### src/design/sha1_pkg.sv
// Shared types, constants and control structs for the SHA-1 byte stream hasher.
`default_nettype none

package sha1_pkg;

  localparam logic       FUNC_ABSORB = 1'b0;
  localparam logic       FUNC_FINISH = 1'b1;

  localparam logic [5:0] LEN_POS     = 6'd56;  // first byte of the length field
  localparam logic [5:0] LAST_POS    = 6'd63;  // last byte of a block
  localparam logic [7:0] PAD_BYTE    = 8'h80;
  localparam logic [4:0] SUB_LAST    = 5'd19;  // last round of a 20-round stage
  localparam logic [1:0] STAGE_LAST  = 2'd3;

  typedef logic [0:4][31:0] chain_t;

  localparam chain_t H_INIT = {
    32'h67452301, 32'hEFCDAB89, 32'h98BADCFE, 32'h10325476, 32'hC3D2E1F0
  };

  localparam logic [0:3][31:0] K_ROUND = {
    32'h5A827999, 32'h6ED9EBA1, 32'h8F1BBCDC, 32'hCA62C1D6
  };

  typedef struct packed {
    logic       func;
    logic [7:0] data_byte;
  } in_t;

  typedef struct packed {
    logic [31:0] digest_word0;
    logic [31:0] digest_word1;
    logic [31:0] digest_word2;
    logic [31:0] digest_word3;
    logic [31:0] digest_word4;
    logic        length_overflow;
  } out_t;

  // Controls for the message window.
  typedef struct packed {
    logic       push;
    logic [7:0] push_byte;
    logic       step;
  } sched_ctl_t;

  // Controls for the round unit and chaining registers.
  typedef struct packed {
    logic       start;
    logic       step;
    logic [1:0] stage;
    logic       fold;
    logic       restart;
  } round_ctl_t;

endpackage

`default_nettype wire

### src/design/sha1_sched.sv
// Message window: 64-byte block shift register that also expands the schedule.
`default_nettype none

module sha1_sched import sha1_pkg::*; (
  input  logic        clk,
  input  sched_ctl_t  ctl,
  output logic [31:0] w
);

  // Word i of the window sits at bits [511-32*i -: 32]; word 0 is W[t].
  logic [511:0] win;
  logic [31:0]  w_mix;
  logic [31:0]  w_new;

  assign w     = win[511 -: 32];
  assign w_mix = win[511 -: 32] ^ win[447 -: 32] ^ win[255 -: 32] ^ win[95 -: 32];
  assign w_new = {w_mix[30:0], w_mix[31]};

  always_ff @(posedge clk) begin
    if (ctl.push) begin
      win <= {win[503:0], ctl.push_byte};
    end else if (ctl.step) begin
      win <= {win[479:0], w_new};
    end
  end

endmodule

`default_nettype wire

### src/design/sha1_round.sv
// Shared round unit: working variables, one round per cycle, chaining value fold.
`default_nettype none

module sha1_round import sha1_pkg::*; (
  input  logic        clk,
  input  logic        rst,
  input  round_ctl_t  ctl,
  input  logic [31:0] w,
  output chain_t      chain
);

  logic [31:0] a, b, c, d, e;
  logic [31:0] f;
  logic [31:0] t;

  always_comb begin
    case (ctl.stage)
      2'd0:    f = (b & c) | (~b & d);
      2'd2:    f = (b & c) | (b & d) | (c & d);
      default: f = b ^ c ^ d;
    endcase
  end

  assign t = {a[26:0], a[31:27]} + f + e + K_ROUND[ctl.stage] + w;

  always_ff @(posedge clk) begin
    if (ctl.start) begin
      a <= chain[0];
      b <= chain[1];
      c <= chain[2];
      d <= chain[3];
      e <= chain[4];
    end else if (ctl.step) begin
      a <= t;
      b <= a;
      c <= {b[1:0], b[31:2]};
      d <= c;
      e <= d;
    end
  end

  always_ff @(posedge clk) begin
    if (rst) begin
      chain <= H_INIT;
    end else if (ctl.restart) begin
      chain <= H_INIT;
    end else if (ctl.fold) begin
      chain[0] <= chain[0] + a;
      chain[1] <= chain[1] + b;
      chain[2] <= chain[2] + c;
      chain[3] <= chain[3] + d;
      chain[4] <= chain[4] + e;
    end
  end

endmodule

`default_nettype wire

### src/design/sha1_byte_stream_hasher.sv
// Top level of the SHA-1 byte stream hasher: sequencer, counters, output register.
`default_nettype none

//  channel | signals                          | moves
//  --------+----------------------------------+-------------------------------------------
//  in      | in_valid, in_ready, in_item      | one byte to absorb, or a finish command
//  out     | out_valid, out_ready, out_item   | five digest words and the overflow flag
//
//  in_ready is high only while the sequencer idles. An absorbed byte keeps it idle unless
//  it fills a block: then the rounds and the fold run before in_ready returns.
//  A finish is accepted from idle, pushes the padding one byte per cycle, compresses one or
//  two blocks (rounds and fold each) and then loads the output register.
//  A held digest does not block absorbing; a finish waits at the end only while the
//  previous digest is untaken. rst is synchronous and restores chaining value, count, flag.

module sha1_byte_stream_hasher import sha1_pkg::*; (
  input  logic clk,
  input  logic rst,
  input  logic in_valid,
  output logic in_ready,
  input  in_t  in_item,
  output logic out_valid,
  input  logic out_ready,
  output out_t out_item
);

  typedef enum logic [4:0] {
    ST_IDLE  = 5'b00001,
    ST_PAD   = 5'b00010,
    ST_ROUND = 5'b00100,
    ST_FOLD  = 5'b01000,
    ST_DONE  = 5'b10000
  } state_t;

  state_t      state, state_next;
  logic [5:0]  pos;          // next byte slot in the block
  logic [60:0] byte_cnt;     // message length in bytes; bit length is byte_cnt * 8
  logic        ovf;
  logic        finishing;    // padding in progress for the current message
  logic        first;        // next pad byte is the 0x80 marker
  logic        extra;        // length field does not fit, one more block follows
  logic        final_blk;    // block now compressing carries the length
  logic [1:0]  stage;
  logic [4:0]  sub;

  logic        in_fire;
  logic        absorb;
  logic        finish;
  logic        pad_push;
  logic        push;
  logic [7:0]  push_byte;
  logic [7:0]  pad_byte;
  logic        blk_full;
  logic        round_last;
  logic        out_free;
  logic        out_load;
  logic [61:0] cnt_inc;
  logic [63:0] len_shift;
  logic [31:0] w;
  chain_t      chain;
  sched_ctl_t  sched_ctl;
  round_ctl_t  round_ctl;

  assign in_ready   = (state == ST_IDLE);
  assign in_fire    = in_valid && in_ready;
  assign absorb     = in_fire && (in_item.func == FUNC_ABSORB);
  assign finish     = in_fire && (in_item.func == FUNC_FINISH);
  assign pad_push   = (state == ST_PAD);
  assign push       = absorb || pad_push;
  assign blk_full   = push && (pos == LAST_POS);
  assign round_last = (stage == STAGE_LAST) && (sub == SUB_LAST);
  assign out_free   = !out_valid || out_ready;
  assign out_load   = (state == ST_DONE) && out_free;
  assign cnt_inc    = {1'b0, byte_cnt} + 62'd1;

  // Big-endian bit length; byte k of the length field lands at pos 56+k.
  assign len_shift  = {byte_cnt, 3'b000} << {pos[2:0], 3'b000};

  always_comb begin
    if (first) begin
      pad_byte = PAD_BYTE;
    end else if (!extra && (pos >= LEN_POS)) begin
      pad_byte = len_shift[63:56];
    end else begin
      pad_byte = 8'h00;
    end
  end

  assign push_byte = absorb ? in_item.data_byte : pad_byte;

  always_comb begin
    state_next = state;
    case (state)
      ST_IDLE: begin
        if (finish) begin
          state_next = ST_PAD;
        end else if (blk_full) begin
          state_next = ST_ROUND;
        end
      end
      ST_PAD: begin
        if (blk_full) begin
          state_next = ST_ROUND;
        end
      end
      ST_ROUND: begin
        if (round_last) begin
          state_next = ST_FOLD;
        end
      end
      ST_FOLD: begin
        if (!finishing) begin
          state_next = ST_IDLE;
        end else if (final_blk) begin
          state_next = ST_DONE;
        end else begin
          state_next = ST_PAD;
        end
      end
      ST_DONE: begin
        if (out_free) begin
          state_next = ST_IDLE;
        end
      end
      default: state_next = ST_IDLE;
    endcase
  end

  always_ff @(posedge clk) begin
    if (rst) begin
      state     <= ST_IDLE;
      pos       <= 6'd0;
      byte_cnt  <= 61'd0;
      ovf       <= 1'b0;
      finishing <= 1'b0;
      first     <= 1'b0;
      extra     <= 1'b0;
      final_blk <= 1'b0;
      stage     <= 2'd0;
      sub       <= 5'd0;
      out_valid <= 1'b0;
    end else begin
      state <= state_next;

      if (push) begin
        pos <= pos + 6'd1;
      end

      // Carry out of the byte count means the bit count reached 2^64.
      if (absorb) begin
        byte_cnt <= cnt_inc[60:0];
        if (cnt_inc[61]) begin
          ovf <= 1'b1;
        end
      end

      if (finish) begin
        finishing <= 1'b1;
        first     <= 1'b1;
        extra     <= (pos >= LEN_POS);
      end

      if (pad_push) begin
        first <= 1'b0;
        if (pos == LAST_POS) begin
          final_blk <= !extra;
          extra     <= 1'b0;
        end
      end

      if (state == ST_ROUND) begin
        if (sub == SUB_LAST) begin
          sub   <= 5'd0;
          stage <= stage + 2'd1;
        end else begin
          sub <= sub + 5'd1;
        end
      end

      if (out_load) begin
        out_valid <= 1'b1;
        byte_cnt  <= 61'd0;
        ovf       <= 1'b0;
        finishing <= 1'b0;
        final_blk <= 1'b0;
      end else if (out_valid && out_ready) begin
        out_valid <= 1'b0;
      end
    end
  end

  always_ff @(posedge clk) begin
    if (out_load) begin
      out_item.digest_word0    <= chain[0];
      out_item.digest_word1    <= chain[1];
      out_item.digest_word2    <= chain[2];
      out_item.digest_word3    <= chain[3];
      out_item.digest_word4    <= chain[4];
      out_item.length_overflow <= ovf;
    end
  end

  assign sched_ctl.push      = push;
  assign sched_ctl.push_byte = push_byte;
  assign sched_ctl.step      = (state == ST_ROUND);

  assign round_ctl.start   = blk_full;
  assign round_ctl.step    = (state == ST_ROUND);
  assign round_ctl.stage   = stage;
  assign round_ctl.fold    = (state == ST_FOLD);
  assign round_ctl.restart = out_load;

  sha1_sched u_sched (
    .clk (clk),
    .ctl (sched_ctl),
    .w   (w)
  );

  sha1_round u_round (
    .clk   (clk),
    .rst   (rst),
    .ctl   (round_ctl),
    .w     (w),
    .chain (chain)
  );

endmodule

`default_nettype wire

### config.mk
export PLATFORM = sky130hd
export DESIGN_NAME = sha1_byte_stream_hasher
export DESIGN_NICKNAME = d
export VERILOG_FILES = /design/src/design/sha1_pkg.sv /design/src/design/sha1_sched.sv /design/src/design/sha1_round.sv /design/src/design/sha1_byte_stream_hasher.sv
export SDC_FILE = /design/constraint.sdc
export NUM_CORES = 2
export LEC_CHECK = 0
export ABC_AREA = 1
export BUFFER_PORTS_ARGS = -buffer_cell sky130_fd_sc_hd__buf_2
export CORE_ASPECT_RATIO = 0.7
export CORE_MARGIN = 3
export CORE_UTILIZATION = 55
export DETAILED_ROUTE_END_ITERATION = 16
export PLACE_DENSITY = 0.72
export SLEW_MARGIN = 30
export SYNTH_ARGS = -nofsm -noshare
export SYNTH_HDL_FRONTEND = slang
export SYNTH_SLANG_ARGS = --single-unit
export TNS_END_PERCENT = 10
### constraint.sdc
create_clock -name clk -period 23 [get_ports clk]
set_clock_uncertainty 0.2 [all_clocks]
set_input_delay 4.6 -clock clk [delete_from_list [all_inputs] [get_ports clk]]
set_output_delay 4.6 -clock clk [all_outputs]
set_load 0.01 [all_outputs]
=== Word-level counts from Yosys, hierarchy flattened ===
Cells that the tools add are included.

* Register bits: 1078
* Latch bits: 0
* RAM bits: 0
* ROM bits: 0
* Output and inout port bits: 163
* Memories kept: 0

* $add $sub $neg: 13
* Multipliers: 0
* Div/mod/pow operators: 0
* Magnitude comparators: 2
* Equal/unequal tests: 11
* Shifts and indexed selects: 1
* Muxes and demuxes: 32
* Bitwise gates (word level): 15
* Reductions and logical operators: 22

{| class="wikitable"
|+ Operators by type and width
! kind !! number
|-
| $mux W512 || 2
|-
| $mux W32 || 12
|-
| $add A32 B32 Y32 || 9
|-
| $xor A32 B32 Y32 || 5
|-
| $and A32 B32 Y32 || 4
|-
| $or A32 B32 Y32 || 3
|-
| $bmux W32 S2 || 1
|-
| $pmux W32 S2 || 1
|-
| $shl A64 B6 Y64 || 1
|-
| $add A61 B1 Y62 const B || 1
|-
| $mux W5 || 7
|-
| $not A32 Y32 || 1
|-
| $pmux W5 S5 || 1
|-
| $mux W8 || 3
|-
| $eq A5 B5 Y1 const B || 2
|-
| $logic_and A1 B1 Y1 || 8
|-
| $reduce_and A2 Y1 || 4
|-
| $add A6 B1 Y6 const B || 1
|-
| $eq A6 B6 Y1 const B || 1
|-
| $ge A6 B6 Y1 const B || 1
|-
| $reduce_bool A2 Y1 || 3
|-
| $add A5 B1 Y5 const B || 1
|-
| $eq A5 B1 Y1 const B || 1
|-
| $eq A5 B2 Y1 const B || 1
|-
| 13 further kinds || 22
|}

=== Depth between registers and ports, before layout ===
* Word-level depth: 10
* Depth in mapped cells: 26
* Mapped depth without buffers: 25

=== By module ===
From an unflattened synthesis, not the netlist that was laid out.

* Cell total of the unflattened synthesis: 7902
* Area, all modules: 63245.7 µm²

{| class="wikitable"
|+ By module, submodules not included
! module !! instances !! cells each !! area an instance (µm²) !! seq. area each (µm²)
|-
| sha1_round || 1 || 4231 || 28780.1 || 8007.7
|-
| sha1_sched || 1 || 2525 || 23799.1 || 15374.7
|-
| sha1_byte_stream_hasher || 1 || 1146 || 10666.5 || 6536.3
|}

=== Worst setup path after synthesis ===
No wires, ideal clock.

* Kind: input to register
* Start point: input in_valid
* End point: register u_sched.win[0], enable pin
* Setup time: 3628 ps
* Arrival: 13717 ps
* Setup slack: 5455 ps
* Stages: 6
* Cells stage by stage: inv_1 nor3_4 nor2_2 buf_2 clkbuf_1 nand2_1

* Longest elaborated chain between the ends: 4

{| class="wikitable"
|+ Ends and longest elaborated chain
! element !! RTL line !! RTL
|-
| start, declared || sha1_byte_stream_hasher.sv:19 || <nowiki>input logic in_valid,</nowiki>
|-
| $logic_and A1 B1 Y1 || sha1_byte_stream_hasher.sv:65 || <nowiki>assign in_fire = in_valid && in_ready;</nowiki>
|-
| $logic_and A1 B1 Y1 || sha1_byte_stream_hasher.sv:66 || <nowiki>assign absorb = in_fire && (in_item.func == FUNC_ABSORB);</nowiki>
|-
| $logic_or A1 B1 Y1 || sha1_byte_stream_hasher.sv:69 || <nowiki>assign push = absorb || pad_push;</nowiki>
|-
| $reduce_bool A2 Y1 (no source line) || -- ||
|-
| end signal, assigned || sha1_sched.sv:21 || <nowiki>win <= {win[503:0], ctl.push_byte};</nowiki>
|-
| end signal, assigned || sha1_sched.sv:23 || <nowiki>win <= {win[479:0], w_new};</nowiki>
|-
| end, declared || sha1_sched.sv:11 || <nowiki>logic [511:0] win;</nowiki>
|}

Every way passes these cells.
A chain may end at the register's enable or synchronous reset.

=== Worst setup path in the final report ===
* Start point: input in_valid
* End point: register u_sched.win[141], enable pin

Same word-level chain as after synthesis.

==> impl_metrics.toml <==
[status]
status = "completed"

[global_routing]
grt_max_degree = 218
grt_pass1_vias = 47064
antenna_found_initial = 11
grt_overflow = 0
grt_use_total = 0.3462
grt_pass1_wl_mm = 300.4

[finish]
fin_cells = 9067
drive_above_1_share = 0.05642
areaGrowthSynthToFinish_pct = 9.309
nFillCells = 9641
nNetsFinal = 7868
fin_area_mm2 = 0.06710

[critical_path]
critPathMaxFanout = 171
end_kind = "flop"
critPathArrivalTime_ps = 8140
reg2reg_slack_ps = 15780
cp.required_ps = 23160
crit_chain = "buf_2 > inv_1 > nor3_4 > nor2_4 > buf_4 > nand2_4 > buf_12 > buf_12 > buf_16"
crit_slowest_cell = "nand2_4"
cpMostUsedCell = "buf_12"
cpPeakStageDelay_ps = 770
startpoint_type = "input port"
path_class = "input port to flop"

[sta]
fin_crit_sh = 0.3470
fmax_mhz = 125.3
hold_viol = 0
setup_violations = 0
layout_min_cycle_time_ps = 7982
relSlewSlack = 0.3276
grt_setup_unrepaired = "false"
finalMaxSlewViolations = 0
finalSetupTns_ps = 0
tightest_slew_ps = 1009

[job]
drv_cap = 0

[synthesis]
netlist_instances = 7450
synth_top_area_frac = 0.4075
synth-seq-cells = 1078
synth_area_leaders = "edfxtp_1 41%, nand2_1 16%, dfxtp_1 8.0%"
synth_edf_count = 833
yosysMostFrequentCell = "nand2_1"
synth_area_mm2 = 0.06139
seq_area_frac_synth = 0.4874
syn-mean-instance-area_um2 = 8.240
yosys_warnings = 0
async_flop_share = 0
yosysTopAreaCell = "edfxtp_1"
synth_cell_types = 48
synth_common_cells = "2624 x nand2_1, 862 x inv_1, 833 x edfxtp_1"
synth_flop_cell = "edfxtp_1"
synthesis.nets = 7787

[cts]
clkTransAtPathRegs_ps = 70
numCtsBuffers = 104
cts_root_buf = "clkbuf_16"
postCtsSetupBuffers = 0
cts_sinks = 1078
cts_resized = 0
hold_buffers = 0
worstSkewPairLatency_ps = 740
cts_tree = "yes"
htree_num_levels = 3
cts_buffer_depth = 3

[drt]
vias_per_cell = 5.758
first_iter_violations = 7019
ant_nets = 0
wl_mm = 203.0
drt-wirelength-per-cell_um = 22.39
drc = 0
vias = 52207
first_pass_iters = 10

[floorplanning]
die_h_um = 285.5
io_pins = 176
chipWidth_um = 405.3
row_count = 101
dieArea_mm2 = 0.1157
start_util = 0.5603
core-area_mm2 = 0.1096

[placed_design]
dp.cells = 8865
hpwl_mm = 153.5
placed_area_mm2 = 0.06331
port_buffers = 175
routabilityCongestion = 1.027

[pwr]
powerDensity_mw_per_mm2 = 69.11
leakagePower_nw = 28.51
ir_drop_v = 0.00006899

[worst_hold_path]
hp-class = "flop to flop"
[report_power, final]
group	switching [mW]	internal, mW
clock network	0.812	1.08
registers	0.0562	2.21
logic	0.325	0.150
[per-stage QoR]
| stage | power (mW) | setup WS (ps) | util | hold WS [ps] |
|---|---|---|---|---|
| floorplan | 2.660 | 5455 | - | 208.2 |
| global placement | 2.763 | 14460 | 0.5773 | 256.8 |
| detailed placement | 2.770 | 14440 | 0.5778 | 267.4 |
| CTS | 4.646 | 15220 | 0.6116 | 277.6 |
| global route | 4.791 | 14790 | 0.6123 | 313.7 |
| finish | 4.637 | 15020 | 0.6124 | 275.4 |
[worst paths after layout]
check	start	end	cells past startpoint
setup / recovery	in_valid	u_sched.win[141]$_DFFE_PP_	9
hold reg to reg	byte_cnt[41]$_SDFFE_PP0P_	byte_cnt[41]$_SDFFE_PP0P_	2
hold / removal	byte_cnt[41]$_SDFFE_PP0P_	byte_cnt[41]$_SDFFE_PP0P_	2
setup reg to reg	stage[1]$_SDFFE_PP0P_	u_round.a[27]$_DFFE_PP_	24
[flip-flops by register name (all words and copies together), names as in the netlist, 61 cells and up]
| name | count |
|---|---|
| out_item | 161 |
| u_round.chain | 160 |
| u_sched.win | 512 |
| byte_cnt | 61 |
[critical path: cells and delay by family]
family / cells / cell delay, ps
and+or+nand+nor: 3 / 1040
buffers and inverters: 6 / 2060
[routing by layer]
layer,up-vias,routed length [um],global-route usage
li1,24478,-,-
met1,24709,94360,0.5584
met2,2772,76120,0.4385
met3,242,28390,0.1207
met4,6,4047,0.06676
met5,-,62,0.002924
[cells by family after synthesis]
kind of cell             Yosys count  share of synthesized area
AO/OA/AOI/OAI                   1051                    0.09095
XOR/XNOR                         174                    0.02483
adder cells (fa/ha/maj)          324                    0.08133
buffers and inverters           1110                    0.07266
flip-flops                      1078                     0.4874
AND/OR/NAND/NOR                 3713                     0.2429
[cells in the final DEF (no fill, tap or decap), drive strengths merged, types with 10 or more instances in the layout]
master	n
bufinv	20
a21oi	409
clkinv	42
o211ai	23
clkbuf	126
nor4	17
or2	33
o22ai	12
dfxtp	245
xor2	55
nand2	2624
edfxtp	833
fa	125
nor2	539
clkinvlp	10
nand3	325
nor3	63
o221ai	15
ha	199
a21o	13
inv	870
buf	213
o21bai	28
nand3b	17
nand4	86
o21ai	517
xnor2	119
[cell type report]
cell class,instances,area [um^2],area share
Antenna cell,4,10.01,0.0001492
Multi-Input combinational cell,5262,27050,0.4032
Clock buffer,126,2748,0.04095
Timing Repair Buffer,213,1334,0.01988
Clock inverter,70,950.9,0.01417
Tap cell,1442,1804,0.02689
Sequential cell,1078,29920,0.4459
Inverter,872,3283,0.04893
(Power assumes the default switching activity.)
